### config.mk
export PLATFORM = sky130hd
export DESIGN_NAME = ordered_task_list_core
export DESIGN_NICKNAME = d
export VERILOG_FILES = /design/src/hdl/olst_pkg.sv /design/src/hdl/ordered_task_list_core.sv /design/src/hdl/olst_cell.sv
export SDC_FILE = /design/constraint.sdc
export NUM_CORES = 2
export LEC_CHECK = 0
export BUFFER_PORTS_ARGS = -buffer_cell sky130_fd_sc_hd__buf_2
export CAP_MARGIN = 5
export CORE_MARGIN = 2
export CORE_UTILIZATION = 50
export CTS_CLUSTER_DIAMETER = 200
export DETAILED_ROUTE_END_ITERATION = 7
export PLACE_DENSITY = 0.66
export SYNTH_ARGS = -nofsm -noshare
export SYNTH_HDL_FRONTEND = slang
export SYNTH_SLANG_ARGS = --single-unit
### constraint.sdc
create_clock -name clk_i -period 7.1 [get_ports clk_i]
set_input_delay 0.355 -clock clk_i [delete_from_list [all_inputs] [get_ports clk_i]]
set_output_delay 0.355 -clock clk_i [all_outputs]
set_load 0.005 [all_outputs]
### src/hdl/olst_pkg.sv
package olst_pkg;

  // Default sizes of the list
  localparam int MAX_ENTRIES_DEF = 16;
  localparam int ID_BITS_DEF     = 8;
  localparam int VALUE_BITS_DEF  = 32;

  // Fixed widths of the item fields on the ports
  localparam int FUNC_W     = 2;
  localparam int ID_PORT_W  = 8;
  localparam int VAL_PORT_W = 32;
  localparam int STATUS_W   = 2;
  localparam int POS_PORT_W = 4;
  localparam int CNT_PORT_W = 5;
  localparam int CUR_PORT_W = 5;

  // Operation codes
  localparam logic [FUNC_W-1:0] FN_SORTED = 2'd0;
  localparam logic [FUNC_W-1:0] FN_AFTER  = 2'd1;
  localparam logic [FUNC_W-1:0] FN_REMOVE = 2'd2;
  localparam logic [FUNC_W-1:0] FN_CLEAR  = 2'd3;

  // Status codes
  localparam logic [STATUS_W-1:0] ST_DONE     = 2'd0;
  localparam logic [STATUS_W-1:0] ST_FULL     = 2'd1;
  localparam logic [STATUS_W-1:0] ST_NOTFOUND = 2'd2;
  localparam logic [STATUS_W-1:0] ST_DUP      = 2'd3;

  // Shift command broadcast to every cell
  typedef enum logic [1:0] {
    SH_HOLD,
    SH_OPEN,
    SH_CLOSE
  } olst_shift_e;

  // Compare flags that one cell reports
  typedef struct packed {
    logic match;
    logic first;
    logic found;
  } olst_flag_t;

endpackage

### src/hdl/ordered_task_list_core.sv
// Ordered task list: up to MAX_ENTRIES (id, value) entries held in a row of cells, lowest value
// first, plus a cursor. Each item has a compare cycle in which every cell checks
// its id and value against the item at once, then a shift cycle in which the cells open or close
// a gap by moving one place toward their neighbor. The result sits in an output register, and a
// new item is taken on the edge that ends the shift cycle when that register is free. After reset
// the list is empty at once; there is no clearing pass.
module ordered_task_list_core
  import olst_pkg::*;
#(
  parameter int MAX_ENTRIES = MAX_ENTRIES_DEF,
  parameter int ID_BITS     = ID_BITS_DEF,
  parameter int VALUE_BITS  = VALUE_BITS_DEF
) (
  input  logic                         clk_i,
  input  logic                         rst_ni,
  input  logic                         in_valid_i,
  output logic                         in_stall_o,
  input  logic [FUNC_W-1:0]            func_i,
  input  logic [ID_PORT_W-1:0]         item_id_i,
  input  logic [VAL_PORT_W-1:0]        item_value_i,
  output logic                         out_valid_o,
  input  logic                         out_stall_i,
  output logic [STATUS_W-1:0]          status_o,
  output logic [POS_PORT_W-1:0]        position_o,
  output logic [CNT_PORT_W-1:0]        item_count_o,
  output logic signed [CUR_PORT_W-1:0] cursor_pos_o,
  output logic [ID_PORT_W-1:0]         head_id_o,
  output logic                         head_valid_o
);

  localparam int IDX_W = $clog2(MAX_ENTRIES);
  localparam int CNT_W = $clog2(MAX_ENTRIES + 1);
  localparam int CUR_W = IDX_W + 1;

  typedef enum logic [1:0] {
    S_IDLE,
    S_CMP,
    S_SHIFT
  } state_e;

  state_e                   state_q;
  logic [CNT_W-1:0]         count_q, count_d;
  logic signed [CUR_W-1:0]  cursor_q, cursor_d;
  logic                     out_valid_q;

  logic [FUNC_W-1:0]        func_q;
  logic [ID_BITS-1:0]       key_id_q;
  logic [VALUE_BITS-1:0]    key_val_q;
  logic [STATUS_W-1:0]      status_q, status_d;
  logic [IDX_W-1:0]         pos_q, pos_d;

  logic [STATUS_W-1:0]      out_status_q;
  logic [POS_PORT_W-1:0]    out_pos_q;
  logic [CNT_PORT_W-1:0]    out_count_q;
  logic signed [CUR_PORT_W-1:0] out_cursor_q;
  logic [ID_PORT_W-1:0]     out_head_id_q;
  logic                     out_head_vld_q;

  logic                     out_free, finish, in_accept;
  logic [ID_BITS-1:0]       head_d;
  olst_shift_e              cell_op;

  logic [MAX_ENTRIES-1:0]   occupied;
  olst_flag_t               flags   [MAX_ENTRIES];
  logic [ID_BITS-1:0]       cell_id [MAX_ENTRIES];
  logic [VALUE_BITS-1:0]    cell_val[MAX_ENTRIES];

  logic                     match_any, first_any;
  logic [IDX_W-1:0]         match_idx, first_idx;

  // Handshake: take an item when idle or as the shift cycle retires
  assign out_free   = !out_valid_q || !out_stall_i;
  assign finish     = (state_q == S_SHIFT) && out_free;
  assign in_stall_o = !((state_q == S_IDLE) || finish);
  assign in_accept  = in_valid_i && !in_stall_o;

  // Row of cells
  for (genvar g = 0; g < MAX_ENTRIES; g++) begin : g_cell
    logic [ID_BITS-1:0]    left_id, right_id;
    logic [VALUE_BITS-1:0] left_val, right_val;
    logic                  found_in;

    assign occupied[g] = CNT_W'(g) < count_q;

    if (g == 0) begin : g_first
      assign left_id  = key_id_q;
      assign left_val = key_val_q;
      assign found_in = 1'b0;
    end else begin : g_mid
      assign left_id  = cell_id[g-1];
      assign left_val = cell_val[g-1];
      assign found_in = flags[g-1].found;
    end

    if (g == MAX_ENTRIES - 1) begin : g_last
      assign right_id  = cell_id[g];
      assign right_val = cell_val[g];
    end else begin : g_inner
      assign right_id  = cell_id[g+1];
      assign right_val = cell_val[g+1];
    end

    olst_cell #(
      .ID_W  (ID_BITS),
      .VAL_W (VALUE_BITS),
      .IDX_W (IDX_W),
      .INDEX (g)
    ) u_cell (
      .clk_i       (clk_i),
      .op_i        (cell_op),
      .occupied_i  (occupied[g]),
      .key_id_i    (key_id_q),
      .key_val_i   (key_val_q),
      .pos_i       (pos_q),
      .left_id_i   (left_id),
      .left_val_i  (left_val),
      .right_id_i  (right_id),
      .right_val_i (right_val),
      .found_i     (found_in),
      .flag_o      (flags[g]),
      .id_o        (cell_id[g]),
      .val_o       (cell_val[g])
    );
  end

  // Encode the one-hot match and first-greater flags
  always_comb begin
    match_any = 1'b0;
    first_any = 1'b0;
    match_idx = '0;
    first_idx = '0;
    for (int k = 0; k < MAX_ENTRIES; k++) begin
      if (flags[k].match) begin
        match_any = 1'b1;
        match_idx = match_idx | IDX_W'(k);
      end
      if (flags[k].first) begin
        first_any = 1'b1;
        first_idx = first_idx | IDX_W'(k);
      end
    end
  end

  // Decide status and position in the compare cycle
  always_comb begin
    status_d = ST_DONE;
    pos_d    = '0;
    unique case (func_q)
      FN_SORTED, FN_AFTER: begin
        if (count_q == CNT_W'(MAX_ENTRIES)) begin
          status_d = ST_FULL;
        end else if (match_any) begin
          status_d = ST_DUP;
        end else if (func_q == FN_SORTED) begin
          pos_d = first_any ? first_idx : count_q[IDX_W-1:0];
        end else begin
          pos_d = IDX_W'(cursor_q + CUR_W'(1));
        end
      end
      FN_REMOVE: begin
        if (match_any) begin
          pos_d = match_idx;
        end else begin
          status_d = ST_NOTFOUND;
        end
      end
      FN_CLEAR: begin
        status_d = ST_DONE;
      end
    endcase
  end

  // Work out count, cursor, head and the cell command for the shift cycle
  always_comb begin
    count_d  = count_q;
    cursor_d = cursor_q;
    head_d   = cell_id[0];
    cell_op  = SH_HOLD;
    if (status_q == ST_DONE) begin
      priority if (func_q == FN_SORTED || func_q == FN_AFTER) begin
        count_d = count_q + CNT_W'(1);
        if (pos_q == '0) begin
          head_d = key_id_q;
        end
        if (func_q == FN_AFTER) begin
          cursor_d = $signed({1'b0, pos_q});
        end else if (cursor_q >= $signed({1'b0, pos_q})) begin
          cursor_d = cursor_q + CUR_W'(1);
        end
        cell_op = finish ? SH_OPEN : SH_HOLD;
      end else if (func_q == FN_REMOVE) begin
        count_d = count_q - CNT_W'(1);
        if (pos_q == '0) begin
          head_d = cell_id[1];
        end
        if (cursor_q >= $signed({1'b0, pos_q})) begin
          cursor_d = cursor_q - CUR_W'(1);
        end
        cell_op = finish ? SH_CLOSE : SH_HOLD;
      end else begin
        count_d  = '0;
        cursor_d = '1;
      end
    end
  end

  // Hold state, list occupancy, cursor and output valid
  always_ff @(posedge clk_i or negedge rst_ni) begin
    if (!rst_ni) begin
      state_q     <= S_IDLE;
      count_q     <= '0;
      cursor_q    <= '1;
      out_valid_q <= 1'b0;
    end else begin
      unique case (state_q)
        S_IDLE: begin
          if (in_accept) begin
            state_q <= S_CMP;
          end
        end
        S_CMP: begin
          state_q <= S_SHIFT;
        end
        S_SHIFT: begin
          if (finish) begin
            state_q <= in_accept ? S_CMP : S_IDLE;
          end
        end
        default: begin
          state_q <= S_IDLE;
        end
      endcase

      if (finish) begin
        count_q     <= count_d;
        cursor_q    <= cursor_d;
        out_valid_q <= 1'b1;
      end else if (!out_stall_i) begin
        out_valid_q <= 1'b0;
      end
    end
  end

  // Latch the item, the decision and the result fields
  always_ff @(posedge clk_i) begin
    if (in_accept) begin
      func_q    <= func_i;
      key_id_q  <= ID_BITS'(item_id_i);
      key_val_q <= VALUE_BITS'(item_value_i);
    end
    if (state_q == S_CMP) begin
      status_q <= status_d;
      pos_q    <= pos_d;
    end
    if (finish) begin
      out_status_q   <= status_q;
      out_pos_q      <= POS_PORT_W'(pos_q);
      out_count_q    <= CNT_PORT_W'(count_d);
      out_cursor_q   <= CUR_PORT_W'(cursor_d);
      out_head_id_q  <= (count_d == '0) ? '0 : ID_PORT_W'(head_d);
      out_head_vld_q <= (count_d != '0);
    end
  end

  assign out_valid_o  = out_valid_q;
  assign status_o     = out_status_q;
  assign position_o   = out_pos_q;
  assign item_count_o = out_count_q;
  assign cursor_pos_o = out_cursor_q;
  assign head_id_o    = out_head_id_q;
  assign head_valid_o = out_head_vld_q;

endmodule

### src/hdl/olst_cell.sv
module olst_cell
  import olst_pkg::*;
#(
  parameter int ID_W  = ID_BITS_DEF,
  parameter int VAL_W = VALUE_BITS_DEF,
  parameter int IDX_W = 4,
  parameter int INDEX = 0
) (
  input  logic              clk_i,
  input  olst_shift_e       op_i,
  input  logic              occupied_i,
  input  logic [ID_W-1:0]   key_id_i,
  input  logic [VAL_W-1:0]  key_val_i,
  input  logic [IDX_W-1:0]  pos_i,
  input  logic [ID_W-1:0]   left_id_i,
  input  logic [VAL_W-1:0]  left_val_i,
  input  logic [ID_W-1:0]   right_id_i,
  input  logic [VAL_W-1:0]  right_val_i,
  input  logic              found_i,
  output olst_flag_t        flag_o,
  output logic [ID_W-1:0]   id_o,
  output logic [VAL_W-1:0]  val_o
);

  localparam logic [IDX_W-1:0] MY_IDX = IDX_W'(INDEX);

  logic [ID_W-1:0]  id_q, id_d;
  logic [VAL_W-1:0] val_q, val_d;
  logic             gt;

  // Compare against the broadcast key; pass the first-greater search on
  assign gt             = occupied_i && (val_q > key_val_i);
  assign flag_o.match   = occupied_i && (id_q == key_id_i);
  assign flag_o.first   = gt && !found_i;
  assign flag_o.found   = found_i || gt;

  // Open a gap toward the tail or close one from the tail
  always_comb begin
    id_d  = id_q;
    val_d = val_q;
    unique case (op_i)
      SH_OPEN: begin
        if (MY_IDX == pos_i) begin
          id_d  = key_id_i;
          val_d = key_val_i;
        end else if (MY_IDX > pos_i) begin
          id_d  = left_id_i;
          val_d = left_val_i;
        end
      end
      SH_CLOSE: begin
        if (MY_IDX >= pos_i) begin
          id_d  = right_id_i;
          val_d = right_val_i;
        end
      end
      default: begin
        id_d  = id_q;
        val_d = val_q;
      end
    endcase
  end

  always_ff @(posedge clk_i) begin
    id_q  <= id_d;
    val_q <= val_d;
  end

  assign id_o  = id_q;
  assign val_o = val_q;

endmodule

==> flow_summary.toml <==
[status]
status = "finished, final reports clean"

[floorplan]
io-pin-count = 73
fp.dieArea_mm2 = 0.0995
initial_utilization_pct = 50.3
die_w_um = 315
core_area_mm2 = 0.0964
rows = 114
dieHeight_um = 315

[clock_network]
cts_buffers = 85
clock_tree.root_cell = "clkbuf_16"
clk-insertion-delay-late_ns = 0.70
postCtsHoldBufs = 45
cts_buffer_depth = 3
clk_pin_slew_worst_paths_ns = 0.06
cts.sinks = 726
cts_tree = "done"
cts_setup_buffers = 0
ctsResizeCount = 0
h-tree-depth = 3

[global_route]
grt_pass1_vias = 37600
antenna_found_initial = 8
grt_max_degree = 270
grt_overflow_total = 0
grt_pass1_wl_um = 238000
track_usage_pct = 31.9

[setup_path]
r2r_end = "pos_q[3]$_DFFE_PN_"
crit_path_end = "pos_q[3]$_DFFE_PN_"
cp_slowest_stage_delay_ns = 0.93
worst_setup_path_end_kind = "flop"
startpoint_type = "flop"
cp.arrival_ns = 5.91
cp_max_fo = 23
path_class = "flop to flop"
critical_path.startpoint = "g_cell[0].left_val[11]$_DFFE_PP_"
crit_chain = "clkinv_1, ha_1, nand4_1, or4_1, o21ai_1, a21oi_1, a41oi_1, nand4_2, nor4_1, or3b_1, a211o_1"
rr_startpoint = "g_cell[0].left_val[11]$_DFFE_PP_"
reg2reg_slack_ns = 1.61
slowest_stage = "clkinv_1"
r2r_cells = 11
required_ns = 7.52

[power]
intPower_uw = 8370
p_per_area_mw_per_mm2 = 227
power.leakage_uw = 0.0188
switching_power_uw = 3770
power_frac_comb_pct = 20.1
vdd_drop_max_mv = 0.207
pwr-share-seq_pct = 43.3
switching_share_pct = 31.0
p_clk_share_pct = 36.6

[timing]
finalSetupViolations = 0
worst_slew_pin_slew_ns = 1.25
drv_slew = 0
period_minus_slack_ns = 5.49
finalClockSkew_ns = 0.0314
min_period_over_period_pct = 77.3
setup_tns_ns = 0
worst_hold_slack_ns = 0.125
max_freq_mhz = 182
rsz0062_at_grt = "no"
finalHoldViolCount = 0
slew_headroom_pct = 16.7

[placement]
dp_hpwl_um = 113000
place_congestion = 1.04
numPortBuffers = 72

[detailed_routing]
num_vias = 38900
drt_iter0_markers = 4474
first_pass_iters = 8
drc_errors = 0
viasPerCell = 6.30
wl_per_cell_um = 26.0
drt-total-wl_um = 161000
ant_nets = 0

[final_layout]
fill_cells = 8485
drive_gt1_share_pct = 7.60
fin_nets = 5406
areaGrowthSynthToFinish_pct = 10.4
n_antenna_cell = 0

[flow_run]
maxCapViolCount = 0

[synthesis]
synth_cells = 4842
syn-cell-area_mm2 = 0.0485
synthTopCellsByCount = "nand2_1, edfxtp_1, o21ai_0"
synth-main-ff-cell = "edfxtp_1"
synth_area_leader_cell = "edfxtp_1"
synth_edf_count = 713
synth_top_area_share_pct = 44.2
syn_nets = 5411
ys_seq_area_share_pct = 44.8
synth_most_common_cell = "nand2_1"
ys_seq_elements = 726
avgSynthCellArea_um2 = 10.0
synth.distinct_cells = 82
synth_area_leaders = "edfxtp_1, ha_1, mux2i_1, o21ai_0, nand2_1"
ys_async_sr_fraction_pct = 1.79
yosysWarnings = 0

[worst_hold_path]
hold_class = "input port to asynchronous set/reset pin"
cells by family after synthesis:
kind of cell | share of synthesized area (%)
DFF | 44.8
muxes | 8.85
AOI/OAI and AO/OA | 15.3
buffers and inverters | 2.96
xor gates and xnor gates | 2.38
and+or+nand+nor | 12.2
adders and majority gates | 13.5
layout by cell type (no fill, tap or decap), types with 45 or more instances in the layout:
master,instances
nand2_1,755
edfxtp_1,713
o21ai_0,694
ha_1,521
mux2i_1,406
a21oi_1,347
nor2_1,221
nand4_1,115
clkbuf_16,85
buf_4,85
xnor2_1,79
buf_2,73
nand3_1,69
a21o_1,59
xor2_1,53
clkinv_1,51
dlygate4sd3_1,45
power groups by stage:
stage / Clock (µW) / Sequential (µW) / Combinational [µW]
final: 4440 / 5260 / 2440
after global routing: 4640 / 5270 / 2650
after CTS: 4500 / 5250 / 2400
after detailed placement: 0 / 5330 / 2370
after global placement: 0 / 5330 / 2320
after floorplan: 0 / 5170 / 1640
stage by stage:
stage          setup slack (ns)  utilization [%]  power [µW]  instance area (µm²)  instances
5_1_grt                    1.42             55.5       12600                53500       6181
2_1_floorplan             0.122                -        6810                48500       4842
6_report                   1.61             55.5       12100                53500       6181
3_5_place_dp               1.91             52.2        7700                50300       5980
3_3_place_gp               2.01             52.2        7660                50300       5980
4_1_cts                    1.85             55.5       12100                53500       6180
cell type report:
| type | instances | area, µm² | area share, % |
|---|---|---|---|
| Clock buffer | 99 | 2200 | 4.11 |
| Clock inverter | 56 | 547 | 1.02 |
| Inverter | 69 | 259 | 0.484 |
| Multi-Input combinational cell | 3744 | 25600 | 47.8 |
| Sequential cell | 726 | 21700 | 40.6 |
| Tap cell | 1276 | 1600 | 2.98 |
| Timing Repair Buffer | 211 | 1610 | 3.01 |
routing by layer:
layer,GRT usage (%),routed length [µm],vias up
li1,-,-,18100
met3,6.02,12500,462
met1,41.0,64400,18700
met2,50.9,73600,1708
met5,0,88,-
met4,17.8,10000,14
worst max-delay path: cells and delay by family, from the launching register on:
| family | cells | cell delay (ns) |
|---|---|---|
| buffers and inverters | 1 | 0.93 |
| flip-flops | 1 | 0.62 |
| adder cells (fa/ha/maj) | 1 | 0.71 |
| AND/OR/NAND/NOR | 5 | 2.05 |
| AO/OA/AOI/OAI | 4 | 0.90 |
worst min-delay path by stage:
stage,startpoint,cells past startpoint,to,slack [ns]
final,rst_ni,2,count_q[0]$_DFFE_PN0P_,0.12
after global placement,rst_ni,1,state_q[0]$_DFFE_PN0P_,0.27
after global routing,rst_ni,2,count_q[0]$_DFFE_PN0P_,0.15
after floorplan,rst_ni,0,count_q[0]$_DFFE_PN0P_,0.06
after CTS,rst_ni,2,count_q[0]$_DFFE_PN0P_,0.1
after detailed placement,rst_ni,1,state_q[0]$_DFFE_PN0P_,0.27
flip-flops by register name, indices dropped and copies added (netlist names), 8 cells and up:
name,cells
g_cell.left_id,8
g_cell.u_cell.id_o,128
head_id_o,8
g_cell.left_val,32
g_cell.u_cell.val_o,512
Note: power is estimated with default switching activity, not from simulation.
